`config.mk`:
```
export PLATFORM = sky130hd
export DESIGN_NAME = dpt_next
export DESIGN_NICKNAME = d
export VERILOG_FILES = /design/src/sv/dpt_pkg.sv /design/src/sv/dpt_next.sv
export SDC_FILE = /design/constraint.sdc
export NUM_CORES = 1
export LEC_CHECK = 0
export ABC_AREA = 1
export BUFFER_PORTS_ARGS = -buffer_cell sky130_fd_sc_hd__buf_2
export CAP_MARGIN = 20
export CELL_PAD_IN_SITES_DETAIL_PLACEMENT = 0
export CELL_PAD_IN_SITES_GLOBAL_PLACEMENT = 2
export CORE_UTILIZATION = 25
export DETAILED_ROUTE_END_ITERATION = 6
export GPL_ROUTABILITY_DRIVEN = 1
export PLACE_DENSITY_LB_ADDON = 0.25
export REMOVE_ABC_BUFFERS = 1
export SLEW_MARGIN = 20
export SYNTH_ARGS = -nofsm -noshare
export SYNTH_HDL_FRONTEND = slang
export SYNTH_SLANG_ARGS = --single-unit
export TNS_END_PERCENT = 5
```
`constraint.sdc`:
```
create_clock -name vclk -period 3.35
set_input_delay 0.335 -clock vclk [all_inputs]
set_output_delay 0.335 -clock vclk [all_outputs]
set_load 0.02 [all_outputs]
```
`src/sv/dpt_pkg.sv`:
```
// shared types, constants and character classes of the path tokenizer
package dpt_pkg;

  localparam int unsigned CharW         = 8;
  localparam int unsigned LenW          = 8;
  localparam int unsigned IndexW        = 31;
  localparam int unsigned MaxNameLenDef = 255;

  localparam logic [CharW-1:0] ChAt     = 8'h40;  // '@'
  localparam logic [CharW-1:0] ChColon  = 8'h3a;  // ':'
  localparam logic [CharW-1:0] ChLbrack = 8'h5b;  // '['
  localparam logic [CharW-1:0] ChRbrack = 8'h5d;  // ']'
  localparam logic [CharW-1:0] ChSlash  = 8'h2f;  // '/'
  localparam logic [CharW-1:0] ChUnder  = 8'h5f;  // '_'
  localparam logic [CharW-1:0] ChDot    = 8'h2e;  // '.'

  typedef enum logic [2:0] {
    PS_START       = 3'd0,
    PS_START_EL    = 3'd1,
    PS_CONT_EL     = 3'd2,
    PS_START_ARRAY = 3'd3,
    PS_END_ARRAY   = 3'd4,
    PS_START_ATTR  = 3'd5,
    PS_CONT_ATTR   = 3'd6
  } parse_state_e;

  typedef enum logic [1:0] {
    ST_CONTINUE = 2'd0,
    ST_ACCEPT   = 2'd1,
    ST_INVALID  = 2'd2
  } status_e;

  typedef enum logic [1:0] {
    TK_ELEMENT = 2'd0,
    TK_ARRAY   = 2'd1,
    TK_ATTR    = 2'd2
  } token_kind_e;

  typedef struct packed {
    parse_state_e      parse_state;
    logic              prefix_seen;
    logic [LenW-1:0]   prefix_count;
    logic [LenW-1:0]   token_count;
    logic [IndexW-1:0] index_acc;
    logic              digit_seen;
    logic              error_seen;
  } dpt_state_t;

  typedef struct packed {
    status_e           status;
    logic              token_ready;
    token_kind_e       token_kind;
    logic              prefix_present;
    logic [LenW-1:0]   prefix_length;
    logic [LenW-1:0]   name_length;
    logic              index_present;
    logic [IndexW-1:0] index_value;
  } dpt_result_t;

  localparam dpt_state_t StateReset = '{
    parse_state:  PS_START,
    prefix_seen:  1'b0,
    prefix_count: '0,
    token_count:  '0,
    index_acc:    '0,
    digit_seen:   1'b0,
    error_seen:   1'b0
  };

  function automatic logic is_letter(input logic [CharW-1:0] c);
    return ((c >= 8'h61) && (c <= 8'h7a)) || ((c >= 8'h41) && (c <= 8'h5a));
  endfunction

  function automatic logic is_digit(input logic [CharW-1:0] c);
    return (c >= 8'h30) && (c <= 8'h39);
  endfunction

  function automatic logic is_name_start(input logic [CharW-1:0] c);
    return is_letter(c) || (c == ChUnder);
  endfunction

  function automatic logic is_name_char(input logic [CharW-1:0] c);
    return is_letter(c) || is_digit(c) || (c == ChUnder) || (c == ChDot);
  endfunction

endpackage

```
`src/sv/dpt_next.sv`:
```
// path dfa: next parser state and token result for one character
module dpt_next
  import dpt_pkg::*;
#(
  parameter int unsigned MaxNameLen = MaxNameLenDef
) (
  input  dpt_state_t       state_i,
  input  logic [CharW-1:0] char_i,
  input  logic             last_i,
  output dpt_state_t       state_o,
  output dpt_result_t      result_o
);

  localparam int unsigned     NameLimit  = (MaxNameLen < 255) ? MaxNameLen : 255;
  localparam logic [LenW-1:0] NameLimitL = LenW'(NameLimit);

  dpt_state_t        st;
  dpt_result_t       res;
  parse_state_e      s_eff;
  logic [IndexW+3:0] acc_x10;
  logic [IndexW+3:0] acc_new;

  assign acc_x10 = (IndexW+4)'({state_i.index_acc, 3'b000})
                 + (IndexW+4)'({state_i.index_acc, 1'b0});
  assign acc_new = acc_x10 + (IndexW+4)'(char_i[3:0]);

  always_comb begin
    st    = state_i;
    res   = '0;
    s_eff = (state_i.parse_state == PS_START) ? PS_START_EL : state_i.parse_state;

    if (!state_i.error_seen) begin
      if ((state_i.parse_state == PS_START) && (char_i == ChAt)) begin
        st.parse_state = PS_START_ATTR;
      end else begin
        unique case (s_eff)
          PS_START_EL, PS_START_ATTR: begin
            if (is_name_start(char_i)) begin
              st.token_count = LenW'(1);
              st.parse_state = (s_eff == PS_START_EL) ? PS_CONT_EL : PS_CONT_ATTR;
            end else begin
              st.error_seen = 1'b1;
            end
          end
          PS_CONT_EL, PS_CONT_ATTR: begin
            if (is_name_char(char_i)) begin
              if (state_i.token_count >= NameLimitL) st.error_seen = 1'b1;
              else st.token_count = state_i.token_count + LenW'(1);
            end else if ((char_i == ChColon) && !state_i.prefix_seen) begin
              st.prefix_seen  = 1'b1;
              st.prefix_count = state_i.token_count;
              st.token_count  = '0;
              st.parse_state  = (s_eff == PS_CONT_EL) ? PS_START_EL : PS_START_ATTR;
            end else if ((s_eff == PS_CONT_EL) && (char_i == ChLbrack)) begin
              st.index_acc   = '0;
              st.digit_seen  = 1'b0;
              st.parse_state = PS_START_ARRAY;
            end else if ((s_eff == PS_CONT_EL) && (char_i == ChSlash)) begin
              res.token_ready    = 1'b1;
              res.token_kind     = TK_ELEMENT;
              res.prefix_present = state_i.prefix_seen;
              res.prefix_length  = state_i.prefix_count;
              res.name_length    = state_i.token_count;
              st                 = StateReset;
            end else begin
              st.error_seen = 1'b1;
            end
          end
          PS_START_ARRAY: begin
            if (char_i == ChRbrack) begin
              res.token_ready    = 1'b1;
              res.token_kind     = TK_ARRAY;
              res.prefix_present = state_i.prefix_seen;
              res.prefix_length  = state_i.prefix_count;
              res.name_length    = state_i.token_count;
              res.index_present  = state_i.digit_seen;
              res.index_value    = state_i.digit_seen ? state_i.index_acc : '0;
              st.parse_state     = PS_END_ARRAY;
            end else if (is_digit(char_i)) begin
              if (|acc_new[IndexW+3:IndexW]) begin
                st.error_seen = 1'b1;
              end else begin
                st.index_acc  = acc_new[IndexW-1:0];
                st.digit_seen = 1'b1;
              end
            end else begin
              st.error_seen = 1'b1;
            end
          end
          PS_END_ARRAY: begin
            if (char_i == ChSlash) st = StateReset;
            else st.error_seen = 1'b1;
          end
          default: st.error_seen = 1'b1;
        endcase
      end
    end

    if (last_i) begin
      if (st.error_seen) begin
        res.status = ST_INVALID;
      end else if (st.parse_state == PS_CONT_EL || st.parse_state == PS_CONT_ATTR) begin
        res.status         = ST_ACCEPT;
        res.token_ready    = 1'b1;
        res.token_kind     = (st.parse_state == PS_CONT_EL) ? TK_ELEMENT : TK_ATTR;
        res.prefix_present = st.prefix_seen;
        res.prefix_length  = st.prefix_count;
        res.name_length    = st.token_count;
        res.index_present  = 1'b0;
        res.index_value    = '0;
      end else if (st.parse_state == PS_END_ARRAY) begin
        res.status = ST_ACCEPT;
      end else begin
        res.status = ST_INVALID;
      end
      st = StateReset;
    end
  end

  assign state_o  = st;
  assign result_o = res;

endmodule

```
; Yosys cells after proc, flatten, opt, wreduce, memory -nomap -nowiden
; Index checks and enable logic that the tools add are counted.
; Widths: inputs -> output; s select.
[classes]
eq_ne = 16
n_mux = 54
magnitude_cmp = 7
add_sub_neg = 3
n_reduce_logical = 18
[op_table]
columns = cell, n
row1 = $mux 52, 7
row2 = $mux 32, 5
row3 = $mux 53, 2
row4 = $mux 20, 5
row5 = $pmux 32 s3, 1
row6 = $mux 33, 2
row7 = $mux 54, 1
row8 = $mux 50, 1
row9 = $pmux 20 s2, 1
row10 = $add 34x32->35, 1
row11 = $add 35x4->35, 1
row12 = $eq 8x7->1 const B, 4
row13 = $mux 31, 1
row14 = $eq 8x6->1 const B, 3
row15 = $mux 8, 3
row16 = $pmux 8 s3, 1
row17 = $mux 3, 7
row18 = $pmux 9 s2, 1
row19 = $mux 17, 1
row20 = $ge 8x7->1 const B, 2
row21 = $le 8x7->1 const B, 2
row22 = $eq 3x3->1 const B, 5
row23 = $mux 12, 1
row24 = $pmux 3 s4, 1
row25 = 15 further kinds, 39
[word_totals]
word_cells = 98
reg_bits = 0
output_inout_bits = 107
in_bits = 62

; Depth between registers and ports, before layout
[logic_depth]
ltp_word = 16
ltp_mapped = 23
mapped_depth_nobuf = 22

; Least setup slack after synthesis
; OpenSTA, ideal clock, no wires.
[synth_timing]
path_type = input port to output port
startpoint = input state_i[2] in the netlist's numbering
endpoint = output state_o[15] in the netlist's numbering
setup_slack_ps = 3
path_buffers = 1
required_ps = 3015
arrival_ps = 3012
cell_stages = 19
path_cell_list = inv_1 -> fa_1 -> fa_1 -> inv_1 -> nand3_1 -> nand3_1 -> nand3_1 -> nand2_1 -> nand2_1 -> nand2_1 -> nand3_1 -> nand2_1 -> nor2_1 -> nand2_2 -> nand2_1 -> nand2_1 -> buf_4 -> nand2_1 -> a21oi_1
[synth_lines]
columns = item, line_no
row1 = start: declaration, dpt_next.sv:7  ; input dpt_state_t state_i,
row2 = end: declaration, dpt_next.sv:10  ; output dpt_state_t state_o,

==> qor.yml <==
placed_cell_area_sq_um: 7056
num-fill-cells: 2276
setup_viol: 37
worst_pin_slew_ns: 0.6774
finalNetCount: 1415
violations: "negative setup slack"
fmax_mhz: 292.9
p_per_area_nw_per_um2: 168.3
wl_per_cell_microns: 15.20
yosysWarnings: 0
area_delta_synth_final_pct: 65.09
drtIter0Drc: 315
grt_max_degree: 50
die_w_microns: 144.2
endpoint: "result_o[8]"
layout_commonest_cell: "nand2_1"
grt_pass1_wl_microns: 35910
io_buffer_count: 169
avgSynthCellArea_sq_um: 5.023
vias: 7295
grt_pass1_vias: 6898
row_count: 51
routed_wl_microns: 23590
design_area_sq_um: 8343
cp-end-kind: "output port"
finalSetupTns_ns: -1.013
antenna_found_initial: 0
peakVddDrop_v: 0.00007519
multi_input_area_sq_um: 5147
die_h_microns: 144.2
grt_usage_pct: 21.65
fin_crit_ns: 3.414
dpl.hpwl_microns: 18280
synth_cells: 1006
crit_start: "char_i[3]"
crit_type: "input pin to output port"
placed_cells: 1534
final_core_util_pct: 42.45
initial_core_util_pct: 25.71
antenna_left: 0
worstSetupStartpointType: "input pin"
ys_types: 43
drc: 0
nFlopsAndLatches: 0
final.period_utilization_pct: 101.9
p_leak_nw: 4.535
final_cell_mix: "nand2_1, buf_4, inv_1, buf_2, nor2_1"
gp_congestion: 0.8814
seq_area_sq_um: 0
outcome: "finished with violations"
io_pins: 169
cp.arrival_ns: 3.08
setup_ws_ns: -0.06361
drive_gt1_share_pct: 36.83
diodes: 0
final-hold-violation-count: 0
maxSlewViolCount: 0
grt_setup_unrepaired: "yes"
yosysSeqAreaShare_pct: 0
routed_via_density: 4.700
syn-cell-area_sq_um: 5054
max-slew-margin-rel_pct: 54.84
nClkBuffers: 0
crit_fanout: 6
cap_viol_max_count: 0
required_ns: 3.01
fin_cells: 1552
core-area_sq_um: 19650
worstHoldPathType: "input pin to output port"
die_area_sq_um: 20790
overflow: 0
place_ws_ns: -0.3474
dr.pass1.iters: 5
[cell usage after synthesis, types with 4 or more instances]
cell      number  area, sq um
nand2_1      356         1336
inv_1        120        450.4
nor2_1       114        427.9
a21oi_1       87        435.4
nand3_1       65        325.3
ha_1          62        775.7
o21ai_0       40        200.2
nand4_1       21        131.4
xor2_1        21        183.9
clkbuf_1      20        75.07
nor3_1        12        60.06
xnor2_1        9        78.83
nor2_2         6        37.54
buf_2          5        25.02
inv_2          5        18.77
nand2_2        5        31.28
o21bai_1       5        37.54
o31ai_1        5        37.54
buf_6          4        45.04
o21ai_1        4        20.02
[worst min path at each step]
| stage | to | start | cells past startpoint | slack, ns |
|---|---|---|---|---|
| global route | result_o[42] | state_i[43] | 4 | 1.01 |
| CTS | result_o[42] | state_i[43] | 4 | 1.01 |
| global placement | result_o[45] | state_i[46] | 4 | 1.01 |
| detailed placement | result_o[42] | state_i[43] | 4 | 1.01 |
| floorplan | state_o[0] | last_i | 1 | 0.75 |
| finish | result_o[42] | state_i[43] | 4 | 1.01 |
[per-stage QoR]
stage	total power, mW	hold slack (ns)
final	1.404	1.005
after global routing	1.553	1.013
after CTS	1.236	1.008
after detailed placement	1.186	1.005
after global placement	1.193	1.008
after floorplan	0.6371	0.7469
[cell families (layout without fill, tap and decap cells)]
family                     Yosys count  after routing  share of synthesized area, %
AOI/OAI and AO/OA                  156            156                         16.79
xor gates and xnor gates            30             30                         5.199
adders and majority gates           64             64                         16.14
buffers and inverters              161            442                         12.87
and+or+nand+nor                    595            595                         49.00
[power breakdown]
part | switching, mW | total [mW] | leakage (nW) | internal, mW
Combinational | 0.781 | 1.40 | 4.54 | 0.623
Clock | 0 | 0 | 0 | 0
Sequential | 0 | 0 | 0 | 0
Total | 0.781 | 1.40 | 4.54 | 0.623
[final cells by class]
| cell class | instances | area share (%) |
|---|---|---|
| inverter | 125 | 5.684 |
| multi-input combinational | 845 | 61.70 |
| timing repair buffer | 317 | 28.64 |
| tap | 265 | 3.974 |
[metal layers]
| metal | track usage, % | share of wire, % | vias to the layer above |
|---|---|---|---|
| li1 | - | - | 3806 |
| met1 | 27.53 | 45 | 3348 |
| met2 | 41.01 | 50 | 127 |
| met3 | 1.026 | 3.0 | 14 |
| met4 | 2.327 | 1.4 | 0 |
| met5 | 0 | 0 | - |
[worst max-delay path: stages]
cell	delay [ns]
buf_2	0.11
inv_2	0.06
fa_2	0.46
fa_2	0.37
inv_2	0.08
nand3_2	0.06
nand3_2	0.08
nand3_1	0.07
nand2_1	0.10
nand2_1	0.07
nand2_2	0.08
nand3_1	0.07
nand2_1	0.09
nor2_2	0.06
nand2_4	0.10
nand2_2	0.05
nand2_1	0.06
nand2_2	0.10
nand3_4	0.12
nand2_8	0.11
clkbuf_16	0.21
nor2_1	0.08
buf_2	0.16
[repair_timing]
item,CTS,global route
pin swaps,13,26
gates cloned,2,5
gates resized for setup,66,199
setup endpoints to repair,87,87
buffers inserted,5,6
hold buffers,0,0
(Power assumes the default switching activity.)
